--- src/hw/rtl/ppgs_pkg.sv ---
// Shared types and constants for the platform power-good sequencer.
// No dependencies; imported by every module of the block.
package ppgs_pkg;

  localparam int unsigned DELAY_W     = 8;
  localparam int unsigned CFG_INDEX_W = 4;

  localparam logic [DELAY_W-1:0] FIRST_GOOD_DELAY_RST = DELAY_W'(2);
  localparam logic [DELAY_W-1:0] SECOND_OK_DELAY_RST  = DELAY_W'(2);
  localparam logic [DELAY_W-1:0] SYSTEM_OK_DELAY_RST  = DELAY_W'(45);
  localparam logic [DELAY_W-1:0] READY_TIMEOUT_RST    = DELAY_W'(50);

  typedef enum logic [CFG_INDEX_W-1:0] {
    REG_FIRST_GOOD_DELAY = CFG_INDEX_W'(0),
    REG_SECOND_OK_DELAY  = CFG_INDEX_W'(1),
    REG_SYSTEM_OK_DELAY  = CFG_INDEX_W'(2),
    REG_READY_TIMEOUT    = CFG_INDEX_W'(3)
  } reg_index_t;

  typedef enum logic [2:0] {
    PH_IDLE  = 3'd0,
    PH_CORE  = 3'd1,
    PH_READY = 3'd2,
    PH_HUB   = 3'd3,
    PH_SYS   = 3'd4
  } phase_t;

  typedef enum logic [1:0] {
    EV_NONE       = 2'd0,
    EV_TIMEOUT    = 2'd1,
    EV_POWER_LOST = 2'd2
  } event_t;

  typedef struct packed {
    logic [DELAY_W-1:0] first_good_delay;
    logic [DELAY_W-1:0] second_ok_delay;
    logic [DELAY_W-1:0] system_ok_delay;
    logic [DELAY_W-1:0] ready_timeout;
  } cfg_t;

  typedef struct packed {
    logic   core_good;
    logic   hub_ok;
    logic   system_ok;
    event_t shutdown;
  } result_t;

endpackage

--- src/hw/rtl/ppgs_cfg_regs.sv ---
// Configuration register file: four delay/timeout registers.
// Depends on ppgs_pkg.
module ppgs_cfg_regs
  import ppgs_pkg::*;
(
  input  logic                   clk,
  input  logic                   rst,
  input  logic                   cfg_valid,
  output logic                   cfg_ready,
  input  logic [CFG_INDEX_W-1:0] cfg_index,
  input  logic [DELAY_W-1:0]     cfg_data,
  output cfg_t                   cfg
);

  assign cfg_ready = 1'b1;

  always_ff @(posedge clk) begin
    if (rst) begin
      cfg.first_good_delay <= FIRST_GOOD_DELAY_RST;
      cfg.second_ok_delay  <= SECOND_OK_DELAY_RST;
      cfg.system_ok_delay  <= SYSTEM_OK_DELAY_RST;
      cfg.ready_timeout    <= READY_TIMEOUT_RST;
    end else if (cfg_valid && cfg_ready) begin
      // out-of-range indexes are dropped
      unique case (cfg_index)
        REG_FIRST_GOOD_DELAY: cfg.first_good_delay <= cfg_data;
        REG_SECOND_OK_DELAY:  cfg.second_ok_delay  <= cfg_data;
        REG_SYSTEM_OK_DELAY:  cfg.system_ok_delay  <= cfg_data;
        REG_READY_TIMEOUT:    cfg.ready_timeout    <= cfg_data;
        default: ;
      endcase
    end
  end

endmodule

--- src/hw/rtl/ppgs_core.sv ---
// Sequencer state (phase, delay counter, output levels) and the per-tick
// update that may pass through several zero-delay stages. Depends on ppgs_pkg.
module ppgs_core
  import ppgs_pkg::*;
(
  input  logic    clk,
  input  logic    rst,
  input  logic    step,
  input  logic    pg,
  input  logic    rdy,
  input  cfg_t    cfg,
  output result_t result
);

  typedef struct packed {
    phase_t             ph;
    logic [DELAY_W-1:0] cnt;
  } stage_t;

  phase_t             phase, phase_next;
  logic [DELAY_W-1:0] delay_count, delay_count_next;
  logic               core_good, core_good_next;
  logic               hub_ok, hub_ok_next;
  logic               system_ok, system_ok_next;
  event_t             ev_next;

  // first stage whose output is still low
  function automatic stage_t pick_stage(input logic c, input logic h, input logic s,
                                        input cfg_t k);
    stage_t st;
    if (!c) begin
      st.ph  = PH_CORE;
      st.cnt = k.first_good_delay;
    end else if (!h) begin
      st.ph  = PH_READY;
      st.cnt = k.ready_timeout;
    end else if (!s) begin
      st.ph  = PH_SYS;
      st.cnt = k.system_ok_delay;
    end else begin
      st.ph  = PH_IDLE;
      st.cnt = '0;
    end
    return st;
  endfunction

  // Stages only move forward within one tick, so one pass in stage order
  // covers every chain of zero delays.
  always_comb begin
    stage_t st;
    logic   busy;
    st               = '{ph: PH_IDLE, cnt: delay_count};
    busy             = 1'b1;
    core_good_next   = core_good;
    hub_ok_next      = hub_ok;
    system_ok_next   = system_ok;
    ev_next          = EV_NONE;

    case (phase)
      PH_CORE, PH_READY, PH_HUB, PH_SYS: st.ph = phase;
      default:                           st.ph = PH_IDLE;
    endcase

    if (st.ph == PH_IDLE) begin
      if (!pg) begin
        core_good_next = 1'b0;
        hub_ok_next    = 1'b0;
        system_ok_next = 1'b0;
        busy           = 1'b0;
      end else begin
        st = pick_stage(core_good_next, hub_ok_next, system_ok_next, cfg);
        if (st.ph == PH_IDLE) busy = 1'b0;
      end
    end

    if (busy && st.ph == PH_CORE) begin
      if (st.cnt != '0) begin
        st.cnt = st.cnt - DELAY_W'(1);
        busy   = 1'b0;
      end else begin
        core_good_next = 1'b1;
        st = pick_stage(core_good_next, hub_ok_next, system_ok_next, cfg);
        if (st.ph == PH_IDLE) busy = 1'b0;
      end
    end

    if (busy && st.ph == PH_READY) begin
      if (st.cnt == '0) begin
        core_good_next = 1'b0;
        hub_ok_next    = 1'b0;
        system_ok_next = 1'b0;
        ev_next        = EV_TIMEOUT;
        st.ph          = PH_IDLE;
        busy           = 1'b0;
      end else if (rdy) begin
        st.ph  = PH_HUB;
        st.cnt = cfg.second_ok_delay;
      end else begin
        st.cnt = st.cnt - DELAY_W'(1);
        busy   = 1'b0;
      end
    end

    if (busy && st.ph == PH_HUB) begin
      if (st.cnt != '0) begin
        st.cnt = st.cnt - DELAY_W'(1);
        busy   = 1'b0;
      end else begin
        hub_ok_next = 1'b1;
        st = pick_stage(core_good_next, hub_ok_next, system_ok_next, cfg);
        if (st.ph == PH_IDLE) busy = 1'b0;
      end
    end

    if (busy && st.ph == PH_SYS) begin
      if (st.cnt != '0) begin
        st.cnt = st.cnt - DELAY_W'(1);
      end else begin
        // power-good must still be high at the end of the final delay
        if (!pg) begin
          core_good_next = 1'b0;
          hub_ok_next    = 1'b0;
          system_ok_next = 1'b0;
          ev_next        = EV_POWER_LOST;
        end else begin
          system_ok_next = 1'b1;
        end
        st.ph = PH_IDLE;
      end
    end

    phase_next       = st.ph;
    delay_count_next = st.cnt;
  end

  always_comb begin
    result.core_good = core_good_next;
    result.hub_ok    = hub_ok_next;
    result.system_ok = system_ok_next;
    result.shutdown  = ev_next;
  end

  always_ff @(posedge clk) begin
    if (rst) begin
      phase       <= PH_IDLE;
      delay_count <= '0;
      core_good   <= 1'b0;
      hub_ok      <= 1'b0;
      system_ok   <= 1'b0;
    end else if (step) begin
      phase       <= phase_next;
      delay_count <= delay_count_next;
      core_good   <= core_good_next;
      hub_ok      <= hub_ok_next;
      system_ok   <= system_ok_next;
    end
  end

  a_order_sys: assert property (@(posedge clk) disable iff (rst)
    system_ok |-> (hub_ok && core_good))
    else $error("system ok high without hub and core");

  a_order_hub: assert property (@(posedge clk) disable iff (rst)
    hub_ok |-> core_good)
    else $error("hub ok high without core good");

  a_late_phase_core: assert property (@(posedge clk) disable iff (rst)
    (phase == PH_READY || phase == PH_HUB || phase == PH_SYS) |-> core_good)
    else $error("past core stage with core good low");

  a_shutdown_drops: assert property (@(posedge clk) disable iff (rst)
    (step && ev_next != EV_NONE) |=>
      (phase == PH_IDLE && !core_good && !hub_ok && !system_ok))
    else $error("shutdown did not drop outputs and go idle");

  a_hold_no_step: assert property (@(posedge clk) disable iff (rst)
    !step |=> ($stable(phase) && $stable(delay_count)))
    else $error("sequencer state moved without a tick");

endmodule

--- src/hw/rtl/platform_power_good_sequencer_unit.sv ---
// Top level of the platform power-good sequencer: input register, sequencer
// core, result register. Depends on ppgs_pkg, ppgs_cfg_regs and ppgs_core.

// One input transfer per millisecond tick gives exactly one result transfer.
// The block accepts one tick every clock cycle unless the result side stalls;
// a tick's result passes through the input register and then the result
// register, with all per-tick sequencing, including any chain of zero-length
// delays, done combinationally between those two registers.
// Backpressure on the result side stalls both registers. Configuration
// writes are always accepted and must be issued only with no tick in
// flight; indexes beyond the four registers are ignored.
module platform_power_good_sequencer_unit
  import ppgs_pkg::*;
(
  input  logic                   clk,
  input  logic                   rst,
  input  logic                   in_valid,
  output logic                   in_ready,
  input  logic                   all_power_good,
  input  logic                   regulator_ready,
  output logic                   out_valid,
  input  logic                   out_ready,
  output logic                   core_power_good,
  output logic                   hub_power_ok,
  output logic                   system_power_ok,
  output logic [1:0]             shutdown_event,
  input  logic                   cfg_valid,
  output logic                   cfg_ready,
  input  logic [CFG_INDEX_W-1:0] cfg_index,
  input  logic [DELAY_W-1:0]     cfg_data
);

  cfg_t    cfg;
  result_t result;
  logic    s1_valid;
  logic    s1_pg;
  logic    s1_rdy;
  logic    advance;
  logic    step;

  assign advance  = !out_valid || out_ready;
  assign step     = s1_valid && advance;
  assign in_ready = !s1_valid || advance;

  ppgs_cfg_regs u_cfg_regs (
    .clk       (clk),
    .rst       (rst),
    .cfg_valid (cfg_valid),
    .cfg_ready (cfg_ready),
    .cfg_index (cfg_index),
    .cfg_data  (cfg_data),
    .cfg       (cfg)
  );

  ppgs_core u_core (
    .clk    (clk),
    .rst    (rst),
    .step   (step),
    .pg     (s1_pg),
    .rdy    (s1_rdy),
    .cfg    (cfg),
    .result (result)
  );

  // input register
  always_ff @(posedge clk) begin
    if (rst) begin
      s1_valid <= 1'b0;
    end else if (in_valid && in_ready) begin
      s1_valid <= 1'b1;
    end else if (step) begin
      s1_valid <= 1'b0;
    end
  end

  always_ff @(posedge clk) begin
    if (in_valid && in_ready) begin
      s1_pg  <= all_power_good;
      s1_rdy <= regulator_ready;
    end
  end

  // result register
  always_ff @(posedge clk) begin
    if (rst) begin
      out_valid <= 1'b0;
    end else if (advance) begin
      out_valid <= s1_valid;
    end
  end

  always_ff @(posedge clk) begin
    if (step) begin
      core_power_good <= result.core_good;
      hub_power_ok    <= result.hub_ok;
      system_power_ok <= result.system_ok;
      shutdown_event  <= result.shutdown;
    end
  end

  a_result_held: assert property (@(posedge clk) disable iff (rst)
    (out_valid && !out_ready) |=> (out_valid && $stable(shutdown_event)
                                   && $stable(system_power_ok)))
    else $error("stalled result changed");

  a_s1_held: assert property (@(posedge clk) disable iff (rst)
    (s1_valid && !advance) |=> (s1_valid && $stable(s1_pg) && $stable(s1_rdy)))
    else $error("stalled input register changed");

  a_event_code: assert property (@(posedge clk) disable iff (rst)
    out_valid |-> (shutdown_event != 2'd3))
    else $error("invalid shutdown event code");

endmodule

--- config.mk ---
export PLATFORM = sky130hd
export DESIGN_NAME = platform_power_good_sequencer_unit
export DESIGN_NICKNAME = d
export VERILOG_FILES = /design/src/hw/rtl/ppgs_pkg.sv /design/src/hw/rtl/ppgs_cfg_regs.sv /design/src/hw/rtl/ppgs_core.sv /design/src/hw/rtl/platform_power_good_sequencer_unit.sv
export SDC_FILE = /design/constraint.sdc
export NUM_CORES = 1
export LEC_CHECK = 0
export ABC_AREA = 0
export BUFFER_PORTS_ARGS = -buffer_cell sky130_fd_sc_hd__buf_2
export CAP_MARGIN = 20
export CORE_MARGIN = 2
export CORE_UTILIZATION = 55
export DETAILED_ROUTE_END_ITERATION = 6
export HOLD_SLACK_MARGIN = 0.05
export PLACE_DENSITY = 0.74
export SYNTH_ARGS = -nofsm -noshare
export SYNTH_HDL_FRONTEND = slang
export SYNTH_SLANG_ARGS = --single-unit
--- constraint.sdc ---
create_clock -name clk -period 6.47 [get_ports clk]
set_clock_uncertainty 0.2 [all_clocks]
set_input_delay 0.647 -clock clk [delete_from_list [all_inputs] [get_ports clk]]
set_output_delay 0.647 -clock clk [all_outputs]
set_load 0.1 [all_outputs]
---- Word-level counts from Yosys, hierarchy flattened ----
Cells that the tools add are included.
operators by class
  add/subtract/negate cells ............... 4
  eq/ne operators ......................... 11
  muxes and demuxes ....................... 74
  reduce and logical (&&, ||, !) cells .... 25
operator list
  operator             count
  $mux 11              19
  $mux 1               40
  $mux 8               5
  $sub 8x1->8 const B  4
  $reduce_bool 8->1    3
  $mux 3               6
  $eq 3x2->1 const B   4
  $logic_not 3->1      4
  $eq 4x2->1 const B   2
  $logic_not 8->1      1
  $mux 2               4
  $reduce_and 2->1     4
  $eq 3x1->1 const B   2
  $eq 3x3->1 const B   2
  $logic_and 1x1->1    6
  $eq 4x1->1 const B   1
  $logic_not 4->1      1
  $reduce_or 4->1      1
  $logic_not 1->1      2
  $logic_or 1x1->1     2
  $reduce_bool 2->1    1
storage, ports and cells
  flip-flop bits (word level) ............. 55
  bits of input ports ..................... 19
  output and inout port bits .............. 8
  logic and storage cells ................. 131

---- Depth between registers and ports, before layout ----
Gate-level depths: netlist of the first run.
  word-level depth ........................ 27
  gate-level depth with buffers ........... 28
  mapped depth without buffers ............ 26

---- Modules after synthesis ----
Synthesis of the first run repeated with hierarchy kept, for this count alone.
second synthesis, totals
  cells, all modules ...................... 600
  area, all modules ....................... 4814.6 µm²
modules (own cells, without submodules)
  module                              instances  cells each  area an instance (µm²)  seq. area each (µm²)
  ppgs_core                           1          459         3179.3                  280.3
  ppgs_cfg_regs                       1          124         1321.3                  640.6
  platform_power_good_sequencer_unit  1          17          314.1                   250.2

---- Worst setup path after synthesis of the first run ----
OpenSTA, ideal clock, no wires.
  kind .................................... reg-to-reg
  start ................................... register u_core.phase[0]
  end ..................................... register u_core.delay_count[0]
  setup time .............................. 0.074 ns
  arrival ................................. 6.663 ns
  required time ........................... 6.196 ns
  path slack .............................. -0.468 ns
  stages on the path, launching flop included .. 25
  buffers on the path ..................... 3
  period minus slack after synthesis ...... 6.938 ns
  cells stage by stage .................... dfxtp_1 > buf_6 > or4b_4 > nand2_1 > buf_2 > mux2i_1 > ha_1 > a21boi_2 > a31oi_1 > nor3_2 > a211oi_1 > or3b_1 > buf_6 > o41ai_2 > mux2_2 > ha_1 > o2111a_1 > a41oi_4 > nor4_1 > a311oi_1 > ha_1 > nand3_1 > nand3b_1 > or4_1 > a31oi_1
on the way
  longest elaborated chain between the ends .. 25
  elaborated cells between the ends (all ways) .. 67
  those cells by class .................... add/sub: 4; eq/ne: 8; mux: 43; reduce/logical: 12
RTL lines
  item                                                                  RTL line          source
  from (decl)                                                           ppgs_core.sv:20   phase_t phase, phase_next;
  from (signal assigned)                                                ppgs_core.sv:151  phase <= phase_next;
  $eq 3x1->1, or another cell as far along                              ppgs_core.sv:59   case (phase)
  $reduce_or 4->1                                                       ppgs_core.sv:59
  $mux 3 (*)                                                            ppgs_core.sv:59
  parallel branches: the longest is 21 deep, another holds $sub 8x1->8  --
  $mux 11 (*)                                                           ppgs_core.sv:115  if (busy && st.ph == PH_SYS) begin
  to (signal assigned)                                                  ppgs_core.sv:152  delay_count <= delay_count_next;
  to (decl)                                                             ppgs_core.sv:21   logic [DELAY_W-1:0] delay_count, delay_count_next;
Mark *: on every way between the ends. The select of a mux whose other input is x is not followed.
A chain may end at the register's enable or synchronous reset.

---- Final worst setup path of the first run ----
  start ................................... register u_core.phase[2]
  end ..................................... register u_core.delay_count[7]
The elaborated chain is that of the path after synthesis.

==> reports/metrics.cfg, run 1 <==
[finish]
fin_nets = 663
post-route-util = 0.658
fin_area_um2 = 5380
drive_above_1_share = 0.208
fillers = 723
seq_area_um2 = 1170
stdcell_count = 744
multi_input_area_um2 = 3360
area_growth_pct = 16.2
diodes = 0

[sta]
rsz0062_at_grt = true
period_minus_slack_ns = 6.27
hold_viol = 0
hold_ws_ns = 0.306
post-route-period-util = 0.969
slew_headroom = 0.443
worstMarginPinSlew_ns = 0.832
final-setup-viol-count = 0
maxSlewViolCount = 0
timing.fmax_mhz = 160

[logic_synthesis]
yosysSeqAreaShare = 0.253
yosysWarnings = 0
synth_edf_count = 7
syn_avg_cell_area_um2 = 7.87
ys.flop_type = dfxtp_1
synth_nets = 613
synth.area.top_cells = dfxtp_1 21%, mux2i_1 9.3%, nor2_1 6.4%, edfxtp_1 4.5%, nand2_1 4.0%
synth_seq_cells = 55
async_flop_share = 0
ys_types = 86
netlist_area_um2 = 4630
synthCells = 588
synth.top_cell.area_share = 0.208
yosysTopAreaCell = dfxtp_1

[min_path]
whs_endpoint = s1_rdy
whs_path_depth = 1
hold_start = regulator_ready
hold_path.class = input pin to register

[floorplanning]
core_um2 = 8180
rows = 33
dieArea_um2 = 9170
die_x_um = 95.7
pin_count = 27
initial_utilization = 0.566
fp.dieH_um = 95.7

[cts]
cts_buffer_depth = 2
clk-insertion-delay-late_ns = 0.32
cts_tree = built
holdBufCountCts = 0
htreeDepth = 2
clock-root-buffer = clkbuf_8
cts.clk_slew.worst_paths_ns = 0.10
cts_made_buffers = 5
numClockSinks = 55

[power]
leakagePower_nw = 2.13
powerDensity_nw_per_um2 = 242
vdd_ir_drop_max_v = 0.000122

[placed_design]
io_buffers = 25
gp_congestion = 1.02
dp_hpwl_um = 12400
postPlaceCellArea_um2 = 5130
placed_cells = 726

[route]
drt_iter0_markers = 459
ant_nets = 0
totalWireLength_um = 15800
dr.pass1.iters = 5
drc = 0
wl_per_cell_um = 21.3
vias = 5120
vias_per_cell = 6.88

[critical_path]
path_max_fanout = 8
worstSetupPathType = register to register
r2r_slack_ns = 0.20
r2r.worst_path.cells = 21
required_ns = 6.50
cp_data_arrival_time_ns = 6.29
end_kind = register
r2r_end = u_core.delay_count[7]
startpoint_type = register
rr_startpoint = u_core.phase[2]

[global_route]
grt_first_pass_wirelength_um = 25400
grt_pass1_vias = 4815
track_usage = 0.361
grt-ovfl-total = 0
antenna_found_initial = 0
grt_max_degree = 37

[run]
max_cap_violations = 0

[run_status]
outcome = finished, final reports clean

-- synth_stat cells (all sizes together) (4+ instances only) --
master and count:
nor2 80, edfxtp 7, o211a 5, and3 4
o22ai 4, a21oi 26, nor4 9, a21o 7
clkbuf 19, nand4 6, mux2i 43, a311oi 5
a31o 6, o211ai 15, o21a 5, or4 7
o41ai 4, nand2 49, nand3 19, buf 16
a22oi 7, inv 20, o21ai 17, nor3 18
a31oi 12, ha 6, nand2b 17, or4b 4
nand3b 12, o31ai 9, dfxtp 48, a211oi 5
and2 8, or3 4, o31a 7, nor2b 5
-- layout make-up --
cell class / count / area share
Clock buffer: 7 / 0.0200
Clock inverter: 1 / 0.00163
Inverter: 20 / 0.0140
Multi-Input combinational cell: 478 / 0.625
Sequential cell: 55 / 0.218
Tap cell: 105 / 0.0244
Timing Repair Buffer: 78 / 0.0972
-- how the worst max path moves through the flow --
| stage | startpoint | end | slack [ns] | cells past startpoint |
|---|---|---|---|---|
| 2_1_floorplan | u_core.phase[0] | u_core.delay_count[7] | 0.001 | 25 |
| 3_3_place_gp | u_core.phase[1] | u_core.delay_count[0] | 0.12 | 22 |
| 6_report | u_core.phase[2] | u_core.delay_count[7] | 0.20 | 21 |
| 4_1_cts | u_core.phase[1] | u_core.delay_count[7] | 0.06 | 19 |
| 3_5_place_dp | u_core.phase[1] | u_core.delay_count[7] | -0.08 | 22 |
| 5_1_grt | u_core.phase[0] | u_core.delay_count[6] | -0.05 | 26 |
-- logic make-up after synthesis --
group / after synthesis / share of synthesized area
and+or+nand+nor: 251 / 0.286
AOI/OAI and AO/OA: 173 / 0.287
DFF: 55 / 0.253
buffers and inverters: 55 / 0.0543
muxes: 46 / 0.100
adders and majority gates: 6 / 0.0162
other: 1 / 0.000810
xor gates and xnor gates: 1 / 0.00189
-- layer usage --
layer	share of wire	GRT usage	routed length [um]	up-vias
met2	0.43	0.541	6830	299
met3	0.096	0.0673	1520	67
met5	0	0	0	-
met4	0.050	0.162	798	0
met1	0.42	0.503	6690	2403
li1	-	-	-	2351
-- power by group --
group          internal (mW)  switching, mW  total, mW
Sequential             0.358         0.0174      0.376
Clock                  0.112          0.120      0.232
Combinational          0.270          0.426      0.697
Total                  0.741          0.563       1.30
-- critical path, stage by stage (launching register included) --
cell      delay [ns]
dfxtp_1         0.33
or4b_4          0.59
nand2_4         0.13
mux2i_4         0.28
ha_4            0.17
a21boi_4        0.18
a31o_4          0.22
nand2_2         0.10
o31ai_2         0.26
a31o_2          0.18
ha_4            0.14
nand3_2         0.11
o41ai_4         0.45
mux2_4          0.36
ha_4            0.19
o2111a_1        0.19
a41oi_4         0.31
o41ai_1         0.14
a31o_2          0.26
or4_4           0.58
or4b_1          0.56
a311oi_2        0.27
-- timing repair --
item / CTS / global route
setup buffers: 2 / 8
pin swaps: 2 / 6
cloned: 0 / 0
gates resized for setup: 1 / 10
endpoints found under the setup margin: 3 / 14
-- registers in the layout, summed over array words and instances (netlist names), 2 cells and up --
signal,flops
u_cfg_regs.cfg,32
u_core.phase,3
u_core.delay_count,8
shutdown_event,2
-- placed cells by master (no fill, tap or decap), types with 7 or more instances in the layout --
cell type,netlist,routed
nor2_1,79,79
buf_4,2,53
dfxtp_1,48,48
nand2_1,49,47
mux2i_1,43,41
a21oi_1,26,26
buf_2,6,25
inv_1,20,19
nor3_1,17,17
nand2b_1,16,16
o211ai_1,15,15
nand3_1,17,15
nand3b_1,12,12
a31oi_1,12,12
o21ai_0,12,11
and2_1,8,8
nor4_1,8,8
o31a_1,7,7
a22oi_1,7,7
a21o_1,7,7
edfxtp_1,7,7
-- through the flow --
stage / power, mW / TNS, ns / setup WS [ns]
6_report: 1.30 / 0 / 0.201
5_1_grt: 1.37 / -0.0822 / -0.0470
3_5_place_dp: 1.03 / -0.158 / -0.0849
3_3_place_gp: 1.01 / 0 / 0.122
4_1_cts: 1.26 / 0 / 0.0625
2_1_floorplan: 0.836 / 0 / 0.00132
Power figures use the tool's default switching activity.
==> run 2: changes to the inputs <==
--- a/config.mk
+++ b/config.mk
@@ -8,7 +8,6 @@
 export ABC_AREA = 0
 export BUFFER_PORTS_ARGS = -buffer_cell sky130_fd_sc_hd__buf_2
 export CAP_MARGIN = 20
-export CORE_MARGIN = 2
 export CORE_UTILIZATION = 55
 export DETAILED_ROUTE_END_ITERATION = 6
 export HOLD_SLACK_MARGIN = 0.05
==> run 2 against run 1 <==
  * Critical path depth grew 3
  * Total power shrank 0.20%
  * First-iteration DRC count grew 6.1%
  * Utilization increased by 0.092 points
  * Maximum frequency shrank 0.62%
  * Final cell count down 0.27%
  * Setup slack worse by 0.039 ns
  * Non-clock buffer count decreased by 2
  * Flip-flop and latch count unchanged
  * Combinational power down 1%
  * Critical endpoint is now system_power_ok
==> reports/metrics.cfg, run 2 (same netlist as run 1, synthesis figures left out) <==
[placed_design]
dp_slack_ns = 0.00791  ; +0.0928 ns
io_buffers = 25  ; unchanged
dp_hpwl_um = 11900  ; -3.8%
gp_congestion = 1.03  ; +1.3%

[critical_path]
r2r.worst_path.cells = 24  ; +14%
end_kind = register
required_ns = 6.46  ; -0.04 ns
worstSetupPathType = register to register
cp_data_arrival_time_ns = 6.30  ; about the same
path_max_fanout = 8  ; unchanged
startpoint_type = register

[route]
dr.pass1.iters = 5  ; unchanged
drc = 0  ; unchanged
vias_per_cell = 6.78  ; -1.5%
wl_per_cell_um = 20.9  ; -1.7%
drt_iter0_markers = 487  ; +6.1%
totalWireLength_um = 15500  ; -2.0%
vias = 5031  ; -1.7%
ant_nets = 0  ; unchanged

[finish]
top_regs = u_cfg_regs.cfg x32, u_core.delay_count x8, u_core.phase x3
mostFrequentLayoutCells = 79 x nor2_1, 50 x buf_4, 48 x dfxtp_1
final_common_cell = nor2_1
fin_nets = 661  ; -0.30%
diodes = 0  ; unchanged
drive_above_1_share = 0.209  ; +0.000653
area_growth_pct = 16.4
largest_reg_flops = 32  ; unchanged
post-route-util = 0.659  ; +0.000918
largest_register = u_cfg_regs.cfg

[floorplanning]
rows = 33  ; unchanged
die_x_um = 93.7  ; -2.1%
fp.dieH_um = 93.7  ; -2.1%
core_um2 = 8180  ; unchanged
initial_utilization = 0.566  ; unchanged
dieArea_um2 = 8790  ; -4.1%
pin_count = 27  ; unchanged

[cts]
cts_buffer_depth = 2  ; unchanged
htreeDepth = 2  ; unchanged
cts_made_buffers = 5  ; unchanged
clock-root-buffer = clkbuf_8
cts.clk_slew.worst_paths_ns = 0.10  ; about the same
clk-insertion-delay-late_ns = 0.32  ; about the same
numClockSinks = 55  ; unchanged
cts_tree = built

[global_route]
grt-ovfl-total = 0  ; unchanged
track_usage = 0.360  ; -0.000390
grt_pass1_vias = 4476  ; -7.0%
antenna_found_initial = 0  ; unchanged
grt_max_degree = 37  ; unchanged
grt_first_pass_wirelength_um = 24200  ; -4.4%

[power]
leakagePower_nw = 2.12  ; -0.24%
powerDensity_nw_per_um2 = 242  ; -0.34%
vdd_ir_drop_max_v = 0.000153  ; +25%

[sta]
slew_headroom = 0.377  ; -0.0662
hold_ws_ns = 0.301  ; -0.00542 ns
post-route-period-util = 0.975  ; +0.00607
final-setup-viol-count = 0  ; unchanged
period_minus_slack_ns = 6.31  ; +0.0393 ns
timing.fmax_mhz = 159  ; -0.62%
maxSlewViolCount = 0  ; unchanged
setup_ws_ns = 0.162  ; -0.0393 ns
hold_viol = 0  ; unchanged
worstMarginPinSlew_ns = 0.931  ; +0.0989 ns

[run_status]
outcome = finished, final reports clean

[run]
max_cap_violations = 0  ; unchanged

[min_path]
whs_path_depth = 1  ; unchanged
hold_path.class = input pin to register

[run 2: critical path, cell delays in order, from the launching register on]
cell      delay [ns]
dfxtp_1         0.32
or4b_4          0.58
nand2_4         0.13
mux2i_4         0.29
ha_4            0.17
a21boi_2        0.18
a31o_4          0.24
nand2_4         0.08
o31ai_2         0.24
a31o_2          0.21
ha_4            0.16
nand3_2         0.10
o41ai_4         0.43
mux2_4          0.36
ha_4            0.19
o2111a_2        0.19
a41oi_4         0.35
nor4_4          0.10
a311oi_2        0.31
ha_2            0.25
nand3_1         0.09
nand3b_1        0.34
buf_4           0.24
nor3_1          0.25
or2_1           0.17
[run 2: final cells by class]
class / count / area (um^2)
multi-input combinational: 478 / 3380
fill: 733 / 2790
sequential: 55 / 1170
timing repair buffer: 76 / 512
tap: 105 / 131
inverter: 20 / 75.1
clock buffer: 5 / 68.8
clock inverter: 3 / 45.0
[run 2: where the power goes]
part / leakage, nW / switching [mW] / internal (mW) / total, mW
Combinational: 1.61 / 0.426 / 0.263 / 0.689
Clock: 0.0591 / 0.119 / 0.117 / 0.236
Sequential: 0.456 / 0.0174 / 0.358 / 0.376
[run 2: final timing paths]
check,from,to,slack [ns]
worst max register to register,u_core.phase[2],system_power_ok,0.16
worst min register to register,s1_valid,out_valid,0.33
worst max-delay path,u_core.phase[2],system_power_ok,0.16
worst min-delay path,regulator_ready,s1_rdy,0.30
[run 2: per-stage QoR]
stage               setup TNS, ns  area [um^2]  power [mW]  instances
CTS                             0         5240        1.25        733
finish                          0         5390        1.30        742
global placement                0         5120        1.01        724
floorplan                       0         4740       0.836        588
detailed placement              0         5120        1.01        724
global route               -0.424         5390        1.37        742
[run 2: repair_timing]
| item | CTS | global route |
|---|---|---|
| hold buffers | 0 | 0 |
| pin swaps | 0 | 9 |
| setup buffers | 1 | 9 |
| gates resized for setup | 0 | 17 |
| cloned | 0 | 0 |
| setup endpoints to repair | 1 | 16 |
[run 2: layer usage]
layer	vias to the layer above	routed length, um	global-route usage
met2	258	6760	0.527
met4	0	622	0.163
met1	2381	6780	0.514
met5	-	0	0
met3	55	1360	0.0599
li1	2337	-	-
==> run 3: changes to the inputs <==
--- a/config.mk
+++ b/config.mk
@@ -12,6 +12,7 @@
 export DETAILED_ROUTE_END_ITERATION = 6
 export HOLD_SLACK_MARGIN = 0.05
 export PLACE_DENSITY = 0.74
+export REMOVE_ABC_BUFFERS = 1
 export SYNTH_ARGS = -nofsm -noshare
 export SYNTH_HDL_FRONTEND = slang
 export SYNTH_SLANG_ARGS = --single-unit
==> constraint.sdc (replaced) <==
create_clock -name clk -period 6.47 [get_ports clk]
set_clock_uncertainty 0.2 [all_clocks]
set_input_delay 1.294 -clock clk [delete_from_list [all_inputs] [get_ports clk]]
set_output_delay 1.294 -clock clk [all_outputs]
set_load 0.1 [all_outputs]
==> run 3 against run 2 <==
  * Flip-flop and latch count did not move
  * Via count rose by 1.2%
  * Clock-buffer cell count rose by 1
  * Combinational power barely moved
  * Largest power group unchanged
==> reports/metrics.cfg, run 3 (same netlist as run 1, synthesis figures left out) <==
[finish]
final_common_cell = nor2_1
largest_register = u_cfg_regs.cfg
top_regs = u_cfg_regs.cfg x32, u_core.delay_count x8, u_core.phase x3
diodes = 0  ; unchanged
fin_nets = 667  ; +0.91%
mostFrequentLayoutCells = 79 x nor2_1, 56 x buf_4, 48 x dfxtp_1
area_growth_pct = 15.7
largest_reg_flops = 32  ; unchanged
drive_above_1_share = 0.208  ; -0.000393

[critical_path]
path_max_fanout = 12  ; +4
cp_slowest_cell = or4_4
startpoint_type = register
worstSetupPathType = register to register
critical_path.cell_chain = buf_4 > o211ai_1 > nand2_8 > mux2i_4 > ha_2 > a21boi_4 > a31o_4 > nand3_4 > mux2i_1 > mux2i_1 > inv_1 > ha_2 > nand3_4 > o41ai_4 > mux2_4 > ha_2 > o2111a_2 > a41oi_4 > o41ai_1 > a31o_2 > or4_4 > buf_4 > or4_1 > a31oi_1
path_common_cell = ha_2
crit_path_max_incr_delay_ns = 0.57  ; about the same
end_kind = register
cp_data_arrival_time_ns = 6.38  ; +0.08 ns
required_ns = 6.51  ; +0.05 ns

[min_path]
hold_path.class = register to register

[floorplanning]
rows = 33  ; unchanged
initial_utilization = 0.566  ; unchanged
fp.dieH_um = 93.7  ; unchanged
die_x_um = 93.7  ; unchanged
dieArea_um2 = 8790  ; unchanged
core_um2 = 8180  ; unchanged
pin_count = 27  ; unchanged

[cts]
cts_made_buffers = 5  ; unchanged
numClockSinks = 55  ; unchanged
cts_tree = built
cts_buffer_depth = 2  ; unchanged
htreeDepth = 2  ; unchanged
clock-root-buffer = clkbuf_8
clk-insertion-delay-late_ns = 0.31  ; about the same
holdBufCountCts = 0  ; unchanged
cts.clk_slew.worst_paths_ns = 0.10  ; about the same

[route]
wl_per_cell_um = 21.3  ; +1.8%
vias = 5091  ; +1.2%
drt_iter0_markers = 358  ; -26%
drc = 0  ; unchanged
dr.pass1.iters = 7  ; +2
totalWireLength_um = 15900  ; +2.6%
ant_nets = 0  ; unchanged
vias_per_cell = 6.81  ; +0.38%

[sta]
slew_headroom = 0.430  ; +0.0530
final-setup-viol-count = 0  ; unchanged
timing.fmax_mhz = 158  ; -0.61%
hold_ws_ns = 0.322  ; +0.0208 ns
post-route-period-util = 0.981  ; +0.00598
period_minus_slack_ns = 6.35  ; +0.0387 ns
hold_viol = 0  ; unchanged
maxSlewViolCount = 0  ; unchanged
worstMarginPinSlew_ns = 0.852  ; -0.0791 ns
setup_ws_ns = 0.123  ; -0.0387 ns

[power]
powerDensity_nw_per_um2 = 233  ; -3.4%
vdd_ir_drop_max_v = 0.000121  ; -21%
leakagePower_nw = 2.12  ; -0.23%

[placed_design]
dp_hpwl_um = 12300  ; +3.6%
gp_congestion = 1.02  ; -1.5%
io_buffers = 25  ; unchanged
dp_slack_ns = -0.0485  ; -0.0564 ns

[global_route]
grt_pass1_vias = 4566  ; +2.0%
grt-ovfl-total = 0  ; unchanged
grt_first_pass_wirelength_um = 24500  ; +1.0%
grt_max_degree = 37  ; unchanged
track_usage = 0.367  ; +0.00664
antenna_found_initial = 0  ; unchanged

[run_status]
outcome = finished, final reports clean

[run]
max_cap_violations = 0  ; unchanged

run 3: changes by cell type in the layout (fill, tap and decap cells not counted), moves of 2 or more:
cell     change
buf_4        +6
ha_2         +3
ha_4         -3
nand2_4      -2
nand3_2      -2
run 3: metrics by stage:
step / instance area [um^2] / TNS (ns) / total power [mW] / utilization / std cells
CTS: 5160 / 0 / 1.18 / 0.631 / 738
global placement: 5050 / 0 / 0.986 / 0.618 / 729
global route: 5360 / -0.514 / 1.31 / 0.655 / 748
detailed placement: 5050 / -0.0835 / 0.991 / 0.618 / 729
floorplan: 4450 / -5.22 / 0.781 / - / 553
finish: 5360 / 0 / 1.25 / 0.655 / 748
run 3: report_power, final:
| part | switching (mW) | internal, mW |
|---|---|---|
| logic | 0.421 | 0.268 |
| clock network | 0.113 | 0.0760 |
| registers | 0.0148 | 0.358 |
run 3: metal layers:
layer / part of all wire / GRT usage
met5: 0 / 0
met4: 0.028 / 0.113
met3: 0.086 / 0.0550
met2: 0.47 / 0.614
met1: 0.42 / 0.484
run 3: worst paths after layout:
| check | from | end | slack (ns) | depth (start not counted) |
|---|---|---|---|---|
| setup / recovery | u_core.phase[1] | u_core.delay_count[0] | 0.12 | 24 |
| hold / removal | u_cfg_regs.cfg[4] | u_cfg_regs.cfg[4] | 0.32 | 2 |
| setup reg to reg | u_core.phase[1] | u_core.delay_count[0] | 0.12 | 24 |
| hold reg to reg | u_cfg_regs.cfg[4] | u_cfg_regs.cfg[4] | 0.32 | 2 |
run 3: area by class of cell:
class,instances,area (um^2)
inverters,20,75.1
multi-input cells,478,3340
clock inverters,2,12.5
clock buffers,6,72.6
fillers,728,2820
repair buffers,82,557
flip-flops and latches,55,1170
well taps,105,131
run 3: worst max-delay path: cells and delay by family, from the launching register on:
family	cells	cell delay (ns)
fa+ha+maj	3	0.64
flops	1	0.33
mux	4	0.90
compound gates	9	2.33
simple gates	5	1.37
buf+inv	3	0.47
run 3: what timing repair did:
item	CTS	global route
endpoints found under the setup margin	3	15
resized for setup	2	26
endpoints found under the hold margin	0	0
pin swaps	1	10
buffers inserted	1	10
